<file path="src/rtl/ehx_pkg.sv">
package ehx_pkg;

   // frame layout, byte positions from the first byte of the frame
   localparam logic [15:0] MAC_DST_END   = 16'd6;
   localparam logic [15:0] MAC_SRC_END   = 16'd12;
   localparam logic [15:0] ETH_HDR_BYTES = 16'd14;
   localparam logic [15:0] IHL_POS       = 16'd14;
   localparam logic [15:0] PROTO_POS     = 16'd23;
   localparam logic [15:0] IP_FIRST      = 16'd26;
   localparam logic [15:0] IP_END        = 16'd34;
   localparam logic [5:0]  IP_LAST       = 6'd33;
   localparam logic [15:0] PORT_BYTES    = 16'd4;
   localparam logic [15:0] FLAG_OFFSET   = 16'd13;
   localparam logic [15:0] COUNT_MAX     = 16'hFFFF;

   localparam logic [15:0] ETHERTYPE_IPV4 = 16'h0800;
   localparam logic [7:0]  PROTO_TCP      = 8'd6;
   localparam logic [7:0]  PROTO_UDP      = 8'd17;

   typedef enum logic [1:0] {
      FRAME_SHORT = 2'd0,
      FRAME_OTHER = 2'd1,
      FRAME_IPV4  = 2'd2
   } frame_status_type;

   // one input word
   typedef struct packed {
      logic [7:0]  data_byte;
      logic        last_byte;
      logic [63:0] arrival_time;
   } in_word_type;

   // one result word
   typedef struct packed {
      frame_status_type frame_status;
      logic [47:0]      dst_mac;
      logic [47:0]      src_mac;
      logic [31:0]      src_ip;
      logic [31:0]      dst_ip;
      logic [7:0]       ip_protocol;
      logic [15:0]      frame_length;
      logic [15:0]      src_port;
      logic [15:0]      dst_port;
      logic [3:0]       tcp_flags;
      logic [63:0]      frame_time;
      logic [5:0]       header_len_bytes;
   } result_type;

   // tcp flag byte to bit0 syn, bit1 ack, bit2 fin, bit3 rst
   function automatic logic [3:0] map_flags(input logic [7:0] b);
      map_flags = {b[2], b[0], b[4], b[1]};
   endfunction

endpackage

</file>
<file path="src/rtl/eth_ipv4_l4_header_extractor_core.sv">
// Ethernet/IPv4 header extractor: takes one frame byte per cycle on the req_ channel and gives
// one result word on the rsp_ channel for the byte marked last, with both MACs, the ethertype
// status, IPv4 addresses, protocol, saturating length, TCP/UDP ports, TCP flags, the time
// sampled on the first byte and the IPv4 header length. A byte can be accepted every cycle;
// it is held in the input register and parsed into the output register, which drives
// rsp_valid. The block stalls only when a last byte meets a result register still held by
// rsp_ready low.
module eth_ipv4_l4_header_extractor_core (
   input  logic        clock,
   input  logic        reset,
   input  logic        req_valid,
   output logic        req_ready,
   input  logic [7:0]  req_data_byte,
   input  logic        req_last_byte,
   input  logic [63:0] req_arrival_time,
   output logic        rsp_valid,
   input  logic        rsp_ready,
   output logic [1:0]  rsp_frame_status,
   output logic [47:0] rsp_dst_mac,
   output logic [47:0] rsp_src_mac,
   output logic [31:0] rsp_src_ip,
   output logic [31:0] rsp_dst_ip,
   output logic [7:0]  rsp_ip_protocol,
   output logic [15:0] rsp_frame_length,
   output logic [15:0] rsp_src_port,
   output logic [15:0] rsp_dst_port,
   output logic [3:0]  rsp_tcp_flags,
   output logic [63:0] rsp_frame_time,
   output logic [5:0]  rsp_header_len_bytes
);
   import ehx_pkg::*;

   in_word_type req_word;
   in_word_type word;
   logic        word_valid;
   logic        consume;
   logic        out_free;
   result_type  result;
   result_type  rsp_word;

   assign req_word.data_byte    = req_data_byte;
   assign req_word.last_byte    = req_last_byte;
   assign req_word.arrival_time = req_arrival_time;

   // a word moves on unless it closes a frame and the result slot is full
   assign consume = word_valid && (!word.last_byte || out_free);

   ehx_in_reg u_in_reg (
      .clock      (clock),
      .reset      (reset),
      .req_valid  (req_valid),
      .req_ready  (req_ready),
      .req_word   (req_word),
      .consume    (consume),
      .word_valid (word_valid),
      .word       (word)
   );

   ehx_parse u_parse (
      .clock   (clock),
      .reset   (reset),
      .consume (consume),
      .word    (word),
      .result  (result)
   );

   ehx_out_reg u_out_reg (
      .clock     (clock),
      .reset     (reset),
      .load      (consume && word.last_byte),
      .result    (result),
      .free      (out_free),
      .rsp_valid (rsp_valid),
      .rsp_ready (rsp_ready),
      .rsp_word  (rsp_word)
   );

   assign rsp_frame_status     = rsp_word.frame_status;
   assign rsp_dst_mac          = rsp_word.dst_mac;
   assign rsp_src_mac          = rsp_word.src_mac;
   assign rsp_src_ip           = rsp_word.src_ip;
   assign rsp_dst_ip           = rsp_word.dst_ip;
   assign rsp_ip_protocol      = rsp_word.ip_protocol;
   assign rsp_frame_length     = rsp_word.frame_length;
   assign rsp_src_port         = rsp_word.src_port;
   assign rsp_dst_port         = rsp_word.dst_port;
   assign rsp_tcp_flags        = rsp_word.tcp_flags;
   assign rsp_frame_time       = rsp_word.frame_time;
   assign rsp_header_len_bytes = rsp_word.header_len_bytes;

endmodule

</file>
<file path="src/rtl/ehx_in_reg.sv">
module ehx_in_reg (
   input  logic                clock,
   input  logic                reset,
   input  logic                req_valid,
   output logic                req_ready,
   input  ehx_pkg::in_word_type req_word,
   input  logic                consume,
   output logic                word_valid,
   output ehx_pkg::in_word_type word
);
   import ehx_pkg::*;

   logic        valid_ff, valid_in;
   in_word_type word_ff;
   logic        load;

   // take a new word when empty or when the held word moves on
   assign req_ready = !valid_ff || consume;
   assign load      = req_valid && req_ready;

   always_comb begin
      valid_in = valid_ff;
      if (load) begin
         valid_in = 1'b1;
      end else if (consume) begin
         valid_in = 1'b0;
      end
   end

   always_ff @(posedge clock) begin
      if (reset) begin
         valid_ff <= 1'b0;
      end else begin
         valid_ff <= valid_in;
      end
   end

   always_ff @(posedge clock) begin
      if (load) begin
         word_ff <= req_word;
      end
   end

   assign word_valid = valid_ff;
   assign word       = word_ff;

endmodule

</file>
<file path="src/rtl/ehx_parse.sv">
module ehx_parse (
   input  logic                 clock,
   input  logic                 reset,
   input  logic                 consume,
   input  ehx_pkg::in_word_type word,
   output ehx_pkg::result_type  result
);
   import ehx_pkg::*;

   logic [15:0] byte_index_ff, byte_index_in;
   logic [15:0] ether_type_ff, ether_type_in;
   logic [3:0]  ihl_words_ff, ihl_words_in;
   logic [47:0] dst_mac_ff, dst_mac_in;
   logic [47:0] src_mac_ff, src_mac_in;
   logic [63:0] ip_pair_ff, ip_pair_in;
   logic [7:0]  proto_ff, proto_in;
   logic [31:0] port_pair_ff, port_pair_in;
   logic [3:0]  flag_bits_ff, flag_bits_in;
   logic [63:0] time_ff, time_in;

   logic        first;
   logic [15:0] idx;
   logic [15:0] count;
   logic [15:0] tstart;
   logic [15:0] toff;
   logic [5:0]  ip_sel;
   logic [7:0]  b;

   assign b     = word.data_byte;
   assign idx   = byte_index_ff;
   assign first = (byte_index_ff == 16'd0);
   assign count = (idx == COUNT_MAX) ? COUNT_MAX : idx + 16'd1;

   // capture of header fields for the current byte
   always_comb begin
      ether_type_in = first ? 16'd0 : ether_type_ff;
      ihl_words_in  = first ? 4'd0  : ihl_words_ff;
      dst_mac_in    = first ? 48'd0 : dst_mac_ff;
      src_mac_in    = first ? 48'd0 : src_mac_ff;
      ip_pair_in    = first ? 64'd0 : ip_pair_ff;
      proto_in      = first ? 8'd0  : proto_ff;
      port_pair_in  = first ? 32'd0 : port_pair_ff;
      flag_bits_in  = first ? 4'd0  : flag_bits_ff;
      time_in       = first ? word.arrival_time : time_ff;
      ip_sel        = IP_LAST - idx[5:0];

      if (idx < MAC_DST_END) begin
         dst_mac_in = {dst_mac_in[39:0], b};
      end else if (idx < MAC_SRC_END) begin
         src_mac_in = {src_mac_in[39:0], b};
      end else if (idx < ETH_HDR_BYTES) begin
         ether_type_in = {ether_type_in[7:0], b};
      end else if (idx == IHL_POS) begin
         ihl_words_in = b[3:0];
      end else if (idx == PROTO_POS) begin
         proto_in = b;
      end else if (idx >= IP_FIRST && idx < IP_END) begin
         ip_pair_in[{ip_sel[2:0], 3'b000} +: 8] = b;
      end

      // transport header follows the ip header length just seen
      tstart = ETH_HDR_BYTES + {10'd0, ihl_words_in, 2'b00};
      toff   = idx - tstart;
      if (idx >= tstart && toff < PORT_BYTES) begin
         port_pair_in[{~toff[1:0], 3'b000} +: 8] = b;
      end
      if (idx == tstart + FLAG_OFFSET) begin
         flag_bits_in = map_flags(b);
      end

      byte_index_in = word.last_byte ? 16'd0 : count;
   end

   // result for a frame ending on this byte
   always_comb begin
      result = '0;
      result.frame_status = FRAME_SHORT;
      if (count >= ETH_HDR_BYTES) begin
         result.dst_mac = dst_mac_in;
         result.src_mac = src_mac_in;
         if (ether_type_in != ETHERTYPE_IPV4) begin
            result.frame_status = FRAME_OTHER;
         end else begin
            result.frame_status     = FRAME_IPV4;
            result.src_ip           = ip_pair_in[63:32];
            result.dst_ip           = ip_pair_in[31:0];
            result.ip_protocol      = proto_in;
            result.frame_length     = count;
            result.frame_time       = time_in;
            result.header_len_bytes = {ihl_words_in, 2'b00};
            if (proto_in == PROTO_TCP || proto_in == PROTO_UDP) begin
               result.src_port = port_pair_in[31:16];
               result.dst_port = port_pair_in[15:0];
            end
            if (proto_in == PROTO_TCP) begin
               result.tcp_flags = flag_bits_in;
            end
         end
      end
   end

   // byte counter
   always_ff @(posedge clock) begin
      if (reset) begin
         byte_index_ff <= 16'd0;
      end else if (consume) begin
         byte_index_ff <= byte_index_in;
      end
   end

   // capture registers, cleared on the first byte of each frame
   always_ff @(posedge clock) begin
      if (consume) begin
         ether_type_ff <= ether_type_in;
         ihl_words_ff  <= ihl_words_in;
         dst_mac_ff    <= dst_mac_in;
         src_mac_ff    <= src_mac_in;
         ip_pair_ff    <= ip_pair_in;
         proto_ff      <= proto_in;
         port_pair_ff  <= port_pair_in;
         flag_bits_ff  <= flag_bits_in;
         time_ff       <= time_in;
      end
   end

endmodule

</file>
<file path="src/rtl/ehx_out_reg.sv">
module ehx_out_reg (
   input  logic                clock,
   input  logic                reset,
   input  logic                load,
   input  ehx_pkg::result_type result,
   output logic                free,
   output logic                rsp_valid,
   input  logic                rsp_ready,
   output ehx_pkg::result_type rsp_word
);
   import ehx_pkg::*;

   logic       valid_ff, valid_in;
   result_type result_ff;

   // room for a new result when empty or when the held one leaves now
   assign free = !valid_ff || rsp_ready;

   always_comb begin
      valid_in = valid_ff;
      if (load) begin
         valid_in = 1'b1;
      end else if (rsp_ready) begin
         valid_in = 1'b0;
      end
   end

   always_ff @(posedge clock) begin
      if (reset) begin
         valid_ff <= 1'b0;
      end else begin
         valid_ff <= valid_in;
      end
   end

   always_ff @(posedge clock) begin
      if (load) begin
         result_ff <= result;
      end
   end

   assign rsp_valid = valid_ff;
   assign rsp_word  = result_ff;

endmodule

</file>
<file path="config.mk">
export PLATFORM = sky130hd
export DESIGN_NAME = eth_ipv4_l4_header_extractor_core
export DESIGN_NICKNAME = d
export VERILOG_FILES = /design/src/rtl/ehx_pkg.sv /design/src/rtl/eth_ipv4_l4_header_extractor_core.sv /design/src/rtl/ehx_in_reg.sv /design/src/rtl/ehx_parse.sv /design/src/rtl/ehx_out_reg.sv
export SDC_FILE = /design/constraint.sdc
export NUM_CORES = 1
export LEC_CHECK = 0
export BUFFER_PORTS_ARGS = -buffer_cell sky130_fd_sc_hd__buf_2
export CAP_MARGIN = 20
export CORE_MARGIN = 1.5
export CORE_UTILIZATION = 55
export DETAILED_ROUTE_END_ITERATION = 7
export PLACE_DENSITY = 0.77
export SETUP_SLACK_MARGIN = 0.1
export SYNTH_ARGS = -nofsm -noshare
export SYNTH_HDL_FRONTEND = slang
export SYNTH_SLANG_ARGS = --single-unit
</file>
<file path="constraint.sdc">
create_clock -name clock -period 10.69 [get_ports clock]
set_input_delay 0.5345 -clock clock [delete_from_list [all_inputs] [get_ports clock]]
set_output_delay 0.5345 -clock clock [all_outputs]
set_load 0.03 [all_outputs]
</file>
# Word-level counts from Yosys, hierarchy flattened
# Cells that the tools add are included.
dict set report totals {
  regBits 671
  latch_bits 0
  mem_bits_rw 0
  romBits 0
  wordCells 117
  memories 0
}
dict set report op_classes {
  n_addsub 7
  mul 0
  div 0
  magnitude_cmp 8
  n_eq_ne 7
  n_shift 4
  n_mux 41
  bitwise_logic 4
  reduce_logical 18
}
# operator n
set op_table {}
lappend op_table {{$mux W64} 8}
lappend op_table {{$mux W48} 5}
lappend op_table {{$mux W16} 6}
lappend op_table {{$bwmux W64} 1}
lappend op_table {{$mux W32} 2}
lappend op_table {{$shift A8 B8 Y64 const A} 1}
lappend op_table {{$shiftx A8 B8 Y64} 1}
lappend op_table {{$mux W8} 6}
lappend op_table {{$bwmux W32} 1}
lappend op_table {{$lt A16 B3 Y1 const B} 2}
lappend op_table {{$lt A16 B4 Y1 const B} 2}
lappend op_table {{$shift A8 B7 Y32 const A} 1}
lappend op_table {{$shiftx A8 B7 Y32} 1}
lappend op_table {{$mux W4} 7}
lappend op_table {{$add A16 B1 Y16 const B} 1}
lappend op_table {{$add A16 B4 Y16 const B} 1}
lappend op_table {{$eq A16 B16 Y1} 1}
lappend op_table {{$eq A16 B16 Y1 const B} 1}
lappend op_table {{$eq A16 B4 Y1 const B} 1}
lappend op_table {{$eq A16 B5 Y1 const B} 1}
lappend op_table {{$ge A16 B4 Y1 const B} 1}
lappend op_table {{$ge A16 B5 Y1 const B} 1}
lappend op_table {{$ge A16 B7 Y1} 1}
lappend op_table {{$logic_not A16 Y1} 1}
lappend op_table {{19 further kinds} 35}

# Logic depth before layout (Yosys ltp)
# Gate-level depths: netlist of the first run.
dict set report logic_depth {
  ltp_word 13
  ltp_mapped 22
}

# Modules after synthesis
# A second synthesis of the first run with hierarchy kept.
dict set report hier_totals {
  cells_unflattened 2283
  hier_area_um2 28463.5
}
# mod instances cells_per_inst area_per_inst_um2 seq_area_each_um2
set by_module_without_submodules {}
lappend by_module_without_submodules {ehx_parse 1 1906 17382.9 8968.6}
lappend by_module_without_submodules {ehx_out_reg 1 296 8814.7 8788.4}
lappend by_module_without_submodules {ehx_in_reg 1 78 2247.2 2212.1}
lappend by_module_without_submodules {eth_ipv4_l4_header_extractor_core 1 3 18.8 0.0}

# Worst setup path after synthesis of the first run
# No wires, ideal clock.
dict set report synth_path {
  path_kind {reg-to-reg}
  start {register u_in_reg.word_ff, in the netlist u_in_reg.word[64]}
  end {register u_out_reg.result_ff, in the netlist u_out_reg.rsp_word[100], enable pin}
  setup_ns 0.691
  arrival_time_ns 7.344
  setup_slack_ns 2.656
  path_stages_with_launch 3
  n_path_buf 1
  cell_sequence {edfxtp_1 -> clkbuf_1 -> and3_1}
}
dict set report synth_between {
  elab_chain_len 4
}
# element line_no
set synth_rtl {}
lappend synth_rtl {{start, declared} ehx_in_reg.sv:14} ;# in_word_type word_ff;
lappend synth_rtl {{start signal, assigned} ehx_in_reg.sv:40} ;# word_ff <= req_word;
lappend synth_rtl {{$logic_not A1 Y1} eth_ipv4_l4_header_extractor_core.sv:46} ;# assign consume = word_valid && (!word.last_byte || out_free);
lappend synth_rtl {{$logic_or A1 B1 Y1} eth_ipv4_l4_header_extractor_core.sv:46}
lappend synth_rtl {{$logic_and A1 B1 Y1} eth_ipv4_l4_header_extractor_core.sv:46}
lappend synth_rtl {{$logic_and A1 B1 Y1 (*)} eth_ipv4_l4_header_extractor_core.sv:70} ;# .load (consume && word.last_byte),
lappend synth_rtl {{named net u_out_reg.load} ehx_out_reg.sv:4} ;# input logic load,
lappend synth_rtl {{end signal, assigned} ehx_out_reg.sv:38} ;# result_ff <= result;
lappend synth_rtl {{end, declared} ehx_out_reg.sv:14} ;# result_type result_ff;
# The timed path passes the listed nets; every way through them passes the cells marked *.
# A chain may end at the register's enable or synchronous reset.

# Worst setup path after layout of the first run
dict set report layout_path {
  start {register u_parse.byte_index_ff[0]}
  end {register u_out_reg.result_ff, in the netlist u_out_reg.rsp_word[90] (data pin)}
}
dict set report layout_between {
  elab_chain_len 11
  elab_cells_between_ends 44
}
# element line_no
set layout_rtl {}
lappend layout_rtl {{start, declared} ehx_parse.sv:10} ;# logic [15:0] byte_index_ff, byte_index_in;
lappend layout_rtl {{start signal, assigned} ehx_parse.sv:107} ;# byte_index_ff <= byte_index_in;
lappend layout_rtl {{parallel branches: the longest is 10 deep, another holds $lt A16 B4 Y1} n/a}
lappend layout_rtl {{$mux W32 (*)} ehx_parse.sv:64} ;# if (idx >= tstart && toff < PORT_BYTES) begin
lappend layout_rtl {{named net u_parse.port_pair_in[16]} ehx_parse.sv:17} ;# logic [31:0] port_pair_ff, port_pair_in;
# Mark *: on every way through the listed nets, which the timed path passes.

==> flow_metrics.py, run 1 <==
metrics = {
    "logic_synthesis": {
        "avgSynthCellArea_um2": 12.7,
        "synth-seq-cells": 669,
        "yosysWarningCount": 0,
        "async_flop_share": 0,
        "yosysSeqAreaShare": 0.705,
        "synthFlopType": "edfxtp_1",
        "synth_edf_count": 651,
        "netlist_area_mm2": 0.0282,
        "ys_types": 69,
        "synth_cells": 2218,
    },
    "drt": {
        "viasPerCell": 5.76,
        "wirelength_um": 68300,
        "ant_nets": 0,
        "wl_per_cell_um": 20.9,
        "drc": 0,
        "firstDrtPassIters": 5,
        "num_vias": 18800,
        "drt_iter0_drc": 1930,
    },
    "worst_setup_path": {
        "cp_common_cell": "ha_1",
        "crit_type": "flip-flop to flip-flop",
        "worstPathCellList": "inv_1 > ha_1 > nor3b_1 > nand4_1 > o211ai_1 > and2_1 > ha_1 > or3_1 > ha_1 > or4_1 > o31ai_1 > o2111ai_1 > or4b_1 > a21oi_1 > o211ai_4 > nor4_4 > mux2i_1 > nor2b_1",
        "cpLargestDelayFamily": "simple AND/OR/NAND/NOR gates",
        "worstPathMaxFanout": 21,
        "crit_start": "u_parse.byte_index_ff[0]",
        "endpoint_kind": "flip-flop",
        "slowest_delay_ns": 0.84,
        "r2r_end": "u_out_reg.rsp_word[90]",
        "critical_path_required_ns": 11.03,
        "r2r_slack_ns": 3.64,
        "reg2reg_depth": 18,
        "slowest_stage": "nor4_4",
        "rr_startpoint": "u_parse.byte_index_ff[0]",
        "arrival_ns": 7.39,
        "crit_buf_inv": 1,
        "critPathLaunchType": "flip-flop",
    },
    "floorplanning": {
        "rows": 82,
        "die_x_um": 230,
        "coreArea_mm2": 0.0504,
        "dieHeight_um": 230,
        "initial_utilization": 0.561,
        "io_pins": 371,
        "dieArea_mm2": 0.0527,
    },
    "cts": {
        "clk_pin_slew_ns": 0.06,
        "clockRootBuffer": "clkbuf_16",
        "ctsResizeCount": 0,
        "cts.sinks": 669,
        "cts_made_buffers": 67,
        "h-tree-depth": 3,
        "hold_buffers": 0,
        "post_cts.repair.setup_buffers": 0,
        "cts.path.max_buffers": 3,
        "clock_latency_ns": 0.62,
        "cts_tree": "done",
    },
    "sta": {
        "fin_tns_setup_ns": 0,
        "rsz0062_at_grt": "no",
        "hold_viol": 0,
        "worst_pin_slew_ns": 1.14,
        "period_needed_ns": 7.05,
        "finalCritPeriodShare": 0.660,
        "fmax_ghz": 0.142,
        "setup_violations": 0,
        "clock_skew_ns": 0.0238,
        "maxSlewViolCount": 0,
        "slew_headroom": 0.234,
    },
    "pwr": {
        "design_power_total_uw": 5530,
        "power.leakage_uw": 0.0122,
        "seq_power_share": 0.543,
        "netSwitchingFraction": 0.223,
        "p_int_uw": 4300,
        "netSwitchingPower_uw": 1230,
        "power.density_mw_per_mm2": 169,
        "clockPowerShare": 0.407,
        "vdd_drop_max_v": 0.000140,
        "pwr-share-comb": 0.050,
    },
    "global_routing": {
        "gr-total-overflow": 0,
        "track_usage": 0.256,
        "grt_pass1_vias": 18400,
        "grt_pass1_wl_um": 104000,
        "grt_max_degree": 135,
        "antenna_found_initial": 2,
    },
    "worst_hold_path": {
        "hp-start": "req_arrival_time[55]",
        "hold_path_end": "u_in_reg.word[55]",
        "hold_depth": 1,
        "hp-class": "input port to flip-flop",
    },
    "final_layout": {
        "layout_common_cells": "651 x edfxtp_1, 407 x nand2_1, 368 x buf_2",
        "drive_gt1_frac": 0.201,
        "final_cells": 3266,
        "final_nets": 2639,
        "syn_to_final_growth_pct": 15.9,
        "final_common_cell": "edfxtp_1",
    },
    "place": {
        "port_buffers": 368,
        "dp_hpwl_um": 43500,
        "dp_cells": 3143,
        "routabilityCongestion": 0.850,
    },
    "job": {
        "maxCapViolCount": 0,
    },
    "outcome": {
        "outcome": "complete, no violations",
    },
}
[power groups by stage]
stage               sequential [uW]  combinational [uW]  clock, uW
finish                         3000                 277       2250
global route                   3010                 301       2380
CTS                            3000                 275       2290
detailed placement             3060                 274          0
global placement               3050                 265          0
floorplan                      3110                 137          0
[through the flow]
step | hold slack (ns) | area [um2] | utilization | worst slack [ns]
after global routing | 0.0682 | 32700 | 0.650 | 3.10
after detailed placement | 0.518 | 30600 | 0.608 | 3.75
final | 0.0999 | 32700 | 0.650 | 3.64
after floorplan | 0.502 | 28200 | - | 2.66
after CTS | 0.0638 | 32700 | 0.649 | 3.68
after global placement | 0.511 | 30600 | 0.608 | 3.88
[how the worst max path moves through the flow]
stage	to	cells after the start	slack, ns
global placement	u_out_reg.rsp_word[94]	18	3.88
CTS	u_out_reg.rsp_word[90]	18	3.68
detailed placement	u_out_reg.rsp_word[92]	18	3.75
finish	u_out_reg.rsp_word[90]	18	3.64
floorplan	u_out_reg.rsp_word[100]	2	2.66
global route	u_out_reg.rsp_word[90]	18	3.10
[synth_stat cells, types with 6 or more instances]
cell / n / area, um2
a21o_1: 6 / 45.0
a21oi_1: 118 / 591
a31oi_1: 9 / 56.3
and2_1: 62 / 388
and3_1: 7 / 43.8
buf_1: 15 / 56.3
clkbuf_1: 119 / 447
dfxtp_1: 18 / 360
edfxtp_1: 651 / 19500
ha_1: 19 / 238
inv_1: 32 / 120
mux2i_1: 124 / 1240
nand2_1: 407 / 1530
nand3_1: 87 / 435
nand4_1: 9 / 56.3
nor2_1: 150 / 563
nor2b_1: 57 / 357
nor3_1: 99 / 495
nor4_1: 12 / 75.1
o211ai_1: 7 / 52.6
o21a_1: 7 / 52.6
o21ai_0: 92 / 460
or2_2: 6 / 37.5
or4_1: 9 / 67.6
xnor2_1: 9 / 78.8
[worst reg2reg max path: cells and delay by family (launching register included)]
kind                       cells  cell delay [ns]
DFF                            1             0.81
buffers and inverters          1             0.24
and+or+nand+nor                8             3.56
adders and majority gates      3             0.83
AOI/OAI and AO/OA              5             1.12
muxes                          1             0.24
[routing by layer]
| metal | GRT usage | part of all wire | up-vias |
|---|---|---|---|
| met2 | 0.405 | 0.48 | 834 |
| met5 | 0 | 0 | - |
| met1 | 0.354 | 0.41 | 9160 |
| met4 | 0.0843 | 0.027 | 0 |
| met3 | 0.0583 | 0.078 | 120 |
| li1 | - | - | 8696 |
[cells by family (layout without fill, tap and decap cells)]
kind of cell	after synthesis	count (layout)	share of synthesized area
AOI/OAI and AO/OA	276	276	0.0571
xor gates and xnor gates	11	11	0.00341
adders and majority gates	20	20	0.00913
buffers and inverters	174	547	0.0240
DFF	669	669	0.705
muxes	124	124	0.0439
other	1	4	0.000133
and+or+nand+nor	943	943	0.157
[final cells by class]
class	count	area, um2
Tap cell	672	841
Fill cell	3655	17600
Sequential cell	669	19900
Multi-Input combinational cell	1376	7710
Clock buffer	87	1790
Inverter	32	128
Clock inverter	32	268
Antenna cell	2	5.00
Timing Repair Buffer	396	2090
[flip-flops by register name, indices dropped and copies added, names as in the netlist, 8 cells and up]
| register | flops |
|---|---|
| u_parse.src_mac_ff | 48 |
| u_parse.port_pair_ff | 32 |
| u_parse.dst_mac_ff | 48 |
| u_parse.time_ff | 64 |
| u_parse.ether_type_ff | 16 |
| u_parse.ip_pair_ff | 64 |
| u_out_reg.rsp_word | 290 |
| u_parse.proto_ff | 8 |
| u_in_reg.word | 73 |
| u_parse.byte_index_ff | 16 |
Power figures use the tool's default switching activity.
==> inputs of run 2 (changes only) <==
ABC_AREA = 1   (was not set)
CORE_UTILIZATION = 52   (was 55)
PLACE_DENSITY = 0.76   (was 0.77)
clock period = 6 ns   (was 10.69 ns; I/O delays follow)
==> run 2 against run 1 <==
Compared with the run above: clock skew fell by 0.0056 ns; critical path depth rose by 5; via count rose by 8.0%; highest routed layer unchanged; cell count rose by 17%; sequential share of layout area fell by 3.0 points; combinational power rose by 100%; utilization fell by 2.4 points; first-iteration DRC count rose by 2.5%; synthesized cell count rose by 17%; register-to-register slack got worse by 3.0 ns; non-clock buffer count rose by 64; total power rose by 87%.
==> flow_metrics.py, run 2 <==
metrics = {
    "outcome": {
        "outcome": "complete, no violations",
    },
    "worst_setup_path": {
        "slowest_delay_ns": 0.75,
        "crit_type": "flip-flop to flip-flop",
        "cp_common_cell": "nand2_1",
        "slowest_stage": "buf_4",
        "endpoint_kind": "flip-flop",
        "worstPathCellList": "clkinv_1 > ha_1 > nand2_1 > nor2_1 > nand2_8 > buf_4 > nand2_1 > inv_1 > nand2_1 > nand2_2 > nand2_1 > ha_1 > nand4_1 > nand2_1 > inv_1 > nand2_2 > nor2_1 > nor2_2 > nand3_2 > nor2_8 > nand3_2 > nand2_1 > a21oi_2",
        "cpLargestDelayFamily": "simple AND/OR/NAND/NOR gates",
        "reg2reg_depth": 23,
        "crit_buf_inv": 4,
        "worstPathMaxFanout": 122,
        "arrival_ns": 5.72,
        "crit_cells": 23,
        "critPathLaunchType": "flip-flop",
        "critical_path_required_ns": 6.33,
    },
    "drt": {
        "num_vias": 20300,
        "wirelength_um": 71400,
        "drc": 0,
        "firstDrtPassIters": 8,
        "ant_nets": 0,
        "viasPerCell": 5.33,
        "wl_per_cell_um": 18.8,
        "drt_iter0_drc": 1978,
    },
    "cts": {
        "clk_pin_slew_ns": 0.06,
        "ctsResizeCount": 0,
        "clock_latency_ns": 0.60,
        "h-tree-depth": 3,
        "cts_tree": "done",
        "cts_made_buffers": 71,
        "clockRootBuffer": "clkbuf_16",
        "cts.sinks": 669,
        "cts.path.max_buffers": 3,
    },
    "logic_synthesis": {
        "avgSynthCellArea_um2": 11.1,
        "yosysWarningCount": 0,
        "ys_types": 52,
        "synth_most_common_cell": "edfxtp_1",
        "yosysTopAreaCell": "edfxtp_1",
        "synth_cells": 2602,
        "synthTopCellsByCount": "651 x edfxtp_1, 433 x nand2_1, 321 x inv_1",
        "synthFlopType": "edfxtp_1",
        "synthTopCellsByArea": "edfxtp_1 67%, nand2_1 5.6%, inv_1 4.2%",
        "yosysSeqAreaShare": 0.687,
        "async_flop_share": 0,
        "synth_top_area_share": 0.675,
        "synth-seq-cells": 669,
        "netlist_area_mm2": 0.0290,
        "synth_edf_count": 651,
    },
    "final_layout": {
        "final_common_cell": "edfxtp_1",
        "syn_to_final_growth_pct": 19.0,
        "drive_gt1_frac": 0.190,
        "largest_register_ffs": 290,
        "final_nets": 3107,
        "layout_common_cells": "651 x edfxtp_1, 430 x nand2_1, 368 x buf_2",
        "diodes": 0,
        "final_cells": 3809,
    },
    "global_routing": {
        "gr-total-overflow": 0,
        "antenna_found_initial": 0,
        "grt_pass1_wl_um": 109000,
        "track_usage": 0.247,
        "grt_pass1_vias": 19800,
        "grt_max_degree": 217,
    },
    "pwr": {
        "power.density_mw_per_mm2": 300,
        "power.leakage_uw": 0.0137,
        "design_power_total_uw": 10400,
        "vdd_drop_max_v": 0.000251,
    },
    "sta": {
        "fin_tns_setup_ns": 0,
        "slew_headroom": 0.246,
        "hold_viol": 0,
        "maxSlewViolCount": 0,
        "fmax_ghz": 0.186,
        "finalCritPeriodShare": 0.897,
        "clock_skew_ns": 0.0182,
        "period_needed_ns": 5.38,
        "whs_ns": 0.0949,
        "setup_violations": 0,
        "rsz0062_at_grt": "no",
        "worst_pin_slew_ns": 1.13,
    },
    "floorplanning": {
        "dieHeight_um": 239,
        "rows": 86,
        "initial_utilization": 0.526,
        "dieArea_mm2": 0.0572,
        "io_pins": 371,
        "die_x_um": 239,
        "coreArea_mm2": 0.0551,
    },
    "job": {
        "maxCapViolCount": 0,
    },
    "place": {
        "dp_hpwl_um": 45200,
        "routabilityCongestion": 0.927,
        "dp_cells": 3609,
        "port_buffers": 368,
    },
    "worst_hold_path": {
        "hp-class": "input port to flip-flop",
        "hold_depth": 4,
    },
}
[run 2: cell count changes in the layout (fill, tap and decap cells not counted), sizes merged, moves of 13 or more]
cell	before	now
and2	62	43
nand2	408	448
inv	34	326
nand3	87	162
nor3	100	25
o21ai	94	181
nor4	21	8
nand4	10	44
nor2	151	335
dlygate4sd3	0	74
and3	7	27
mux2i	124	0
nor2b	57	0
[run 2: cell type report]
class	instances	area [um2]
timing repair buffer	460	2810
multi-input combinational	1475	7230
sequential	669	19900
clock buffer	86	1920
tap	748	936
clock inverter	39	418
fill	4279	20600
inverter	332	1260
[run 2: cells by family (layout without fill, tap and decap cells)]
group	count (synthesis)	in the layout	share of synthesized area
buffers and inverters	459	917	0.0648
and+or+nand+nor	1099	1099	0.170
adders and majority gates	21	21	0.00933
xor gates and xnor gates	15	15	0.00453
DFF	669	669	0.687
other	1	2	0.000129
AOI/OAI and AO/OA	338	338	0.0645
[run 2: final timing paths]
kind                            start                endpoint  slack [ns]
max          u_parse.byte_index_ff[0]  u_out_reg.rsp_word[75]        0.62
min                         rsp_ready     u_in_reg.word_valid        0.09
max reg2reg  u_parse.byte_index_ff[0]  u_out_reg.rsp_word[75]        0.62
min reg2reg    u_parse.dst_mac_ff[40]  u_parse.dst_mac_ff[40]        0.55
[run 2: tightest hold or removal path, cell delays in order]
cell	delay [ns]
buf_2	0.08
inv_1	0.05
nand4_1	0.11
a21oi_1	0.09
[run 2: stage by stage]
step           utilization  instance area, um2  setup WS, ns
5_1_grt              0.626               34500         0.117
3_5_place_dp         0.569               31400         0.720
2_1_floorplan            -               29000         -3.88
6_report             0.626               34500         0.616
3_3_place_gp         0.569               31300         0.838
4_1_cts              0.625               34500         0.662
[run 2: layer usage]
| metal | part of all wire | routed length (um) | track usage |
|---|---|---|---|
| met1 | 0.40 | 28800 | 0.324 |
| met2 | 0.49 | 35200 | 0.410 |
| met3 | 0.074 | 5290 | 0.0461 |
| met4 | 0.030 | 2130 | 0.0932 |
| met5 | 0 | 0 | 0 |
[run 2: where the power goes]
| group | total (uW) | switching (uW) | leakage [uW] | internal (uW) |
|---|---|---|---|---|
| clock | 4430 | 1810 | 0.00113 | 2620 |
| combinational | 563 | 412 | 0.00618 | 151 |
| sequential | 5360 | 64.3 | 0.00635 | 5290 |
[run 2: timing repair]
item,CTS,global route
hold buffers,74,0
hold endpoints to repair,74,0
buffers inserted,0,0
==> inputs of run 3 (changes only) <==
--- a/config.mk
+++ b/config.mk
@@ -9,5 +9,4 @@
 export BUFFER_PORTS_ARGS = -buffer_cell sky130_fd_sc_hd__buf_2
 export CAP_MARGIN = 20
-export CORE_MARGIN = 1.5
 export CORE_UTILIZATION = 52
 export DETAILED_ROUTE_END_ITERATION = 7
==> constraint.sdc (replaced) <==
create_clock -name clock -period 6 [get_ports clock]
set_input_delay 0.3 -clock clock [delete_from_list [all_inputs] [get_ports clock]]
set_output_delay 0.3 -clock clock [all_outputs]
set_load 0.01 [all_outputs]
==> run 3 against run 2 <==
Compared with the run above: sequential power hardly changed; wire length is 0.19% higher; count of clock-buffer cells in the layout is 4 higher; fmax is 2.4% higher; cell area is 0.21% lower.
==> flow_metrics.py, run 3 (same netlist as run 2, synthesis figures left out) <==
metrics = {
    "outcome": {
        "outcome": "complete, no violations",
    },
    "cts": {
        "cts_made_buffers": 71,
        "clock_latency_ns": 0.61,
        "h-tree-depth": 3,
        "clk_pin_slew_ns": 0.06,
        "post_cts.repair.setup_buffers": 0,
        "cts.sinks": 669,
        "clockRootBuffer": "clkbuf_16",
        "ctsResizeCount": 0,
        "cts_tree": "done",
        "cts.path.max_buffers": 3,
        "hold_buffers": 74,
    },
    "pwr": {
        "power.leakage_uw": 0.0136,
        "design_power_total_uw": 10200,
        "power.density_mw_per_mm2": 297,
        "vdd_drop_max_v": 0.000255,
    },
    "floorplanning": {
        "io_pins": 371,
        "dieArea_mm2": 0.0567,
        "rows": 86,
        "coreArea_mm2": 0.0551,
        "die_x_um": 238,
        "initial_utilization": 0.526,
        "dieHeight_um": 238,
    },
    "place": {
        "dp_hpwl_um": 45100,
        "routabilityCongestion": 0.885,
        "dp_cells": 3611,
        "port_buffers": 368,
    },
    "worst_setup_path": {
        "critPathCapture": "u_out_reg.rsp_word[99]",
        "worstPathMaxFanout": 36,
        "r2r_end": "u_out_reg.rsp_word[99]",
        "critical_path_required_ns": 6.33,
        "endpoint_kind": "flip-flop",
        "cpLargestDelayFamily": "simple AND/OR/NAND/NOR gates",
        "slowest_delay_ns": 0.64,
        "worstPathCellList": "clkinv_1 > ha_1 > nand2_1 > nor2_1 > nand2_8 > nand2_1 > nand2_1 > o21ai_0 > ha_1 > inv_1 > ha_1 > a21oi_1 > nand2_1 > xor2_1 > nor3_1 > nand2_1 > nor2_1 > nand2_1 > nor2_2 > nand3_2 > nor2_8 > nand3_2 > nand2_1 > a21oi_2",
        "arrival_ns": 5.58,
        "critPathLaunchType": "flip-flop",
        "crit_buf_inv": 2,
        "r2r_slack_ns": 0.74,
        "crit_type": "flip-flop to flip-flop",
        "crit_cells": 24,
        "slowest_stage": "dfxtp_1",
        "rr_startpoint": "u_parse.byte_index_ff[0]",
        "reg2reg_depth": 24,
        "crit_start": "u_parse.byte_index_ff[0]",
        "cp_common_cell": "nand2_1",
    },
    "worst_hold_path": {
        "hp-class": "input port to flip-flop",
    },
    "sta": {
        "fmax_ghz": 0.190,
        "setup_violations": 0,
        "finalCritPeriodShare": 0.876,
        "rsz0062_at_grt": "no",
        "hold_viol": 0,
        "maxSlewViolCount": 0,
        "whs_ns": 0.0322,
        "worst_pin_slew_ns": 1.24,
        "clock_skew_ns": 0.0240,
        "slew_headroom": 0.174,
        "period_needed_ns": 5.26,
    },
    "global_routing": {
        "track_usage": 0.249,
        "antenna_found_initial": 1,
        "grt_pass1_wl_um": 109000,
        "gr-total-overflow": 0,
        "grt_pass1_vias": 19800,
        "grt_max_degree": 258,
    },
    "drt": {
        "viasPerCell": 5.37,
        "ant_nets": 0,
        "wl_per_cell_um": 18.8,
        "drc": 0,
        "num_vias": 20500,
        "firstDrtPassIters": 7,
        "drt_iter0_drc": 1942,
        "wirelength_um": 71600,
    },
    "final_layout": {
        "syn_to_final_growth_pct": 18.7,
        "largest_register_ffs": 290,
        "final_nets": 3109,
        "layout_common_cells": "651 x edfxtp_1, 430 x nand2_1, 368 x buf_2",
        "n_fill_cell": 4233,
        "final_cells": 3812,
        "drive_gt1_frac": 0.190,
        "final_common_cell": "edfxtp_1",
    },
    "job": {
        "maxCapViolCount": 0,
    },
}
==> run 3: cell types whose count changed in the layout (fill, tap and decap cells not counted), sizes merged <==
cell      before  now
clkbuf        86   90
buf          386  388
clkinvlp       7    5
inv          326  327
bufinv         8    7
clkinv        30   28
diode          0    1
==> run 3: final cells by class <==
cell class	instances	area, um2	area share
clock buffer	90	1920	0.0558
timing repair buffer	462	2780	0.0809
inverter	332	1260	0.0365
clock inverter	35	378	0.0110
tap	748	936	0.0272
multi-input combinational	1475	7220	0.210
sequential	669	19900	0.579
antenna	1	2.50	0.0000727
==> run 3: where the power goes <==
part	total [uW]	switching [uW]	internal [uW]	leakage [uW]
Sequential	5360	63.3	5290	0.00635
Clock	4370	1800	2570	0.00112
Combinational	488	339	150	0.00617
==> run 3: how the worst min path moves through the flow <==
stage,slack (ns),from,cells after the start,endpoint
floorplan,0.40,req_arrival_time[0],0,u_in_reg.word[0]
global placement,0.48,req_arrival_time[10],1,u_in_reg.word[10]
detailed placement,0.48,req_arrival_time[36],1,u_in_reg.word[36]
CTS,0.001,rsp_ready,4,u_in_reg.word_valid
global route,0.05,rsp_ready,4,u_in_reg.word_valid
finish,0.03,rsp_ready,4,u_in_reg.word_valid
==> run 3: worst min-delay path, stage by stage <==
cell and delay (ns):
buf_2 0.08, inv_2 0.03, nand4_1 0.09, a21oi_1 0.07
==> run 3: routing by layer <==
| metal | up-vias | GRT usage | routed length, um |
|---|---|---|---|
| met2 | 952 | 0.406 | 34500 |
| met3 | 128 | 0.0487 | 5750 |
| li1 | 9654 | - | - |
| met4 | 0 | 0.0886 | 1970 |
| met1 | 9741 | 0.333 | 29400 |
| met5 | - | 0 | 0 |
==> run 3: metrics by stage <==
stage	setup TNS, ns	utilization	instance area [um2]	setup slack, ns
detailed placement	0	0.569	31400	0.694
floorplan	-1132.77	-	29000	-3.89
finish	0	0.625	34400	0.745
CTS	0	0.624	34400	0.632
global placement	0	0.569	31400	0.878
global route	0	0.625	34400	0.153
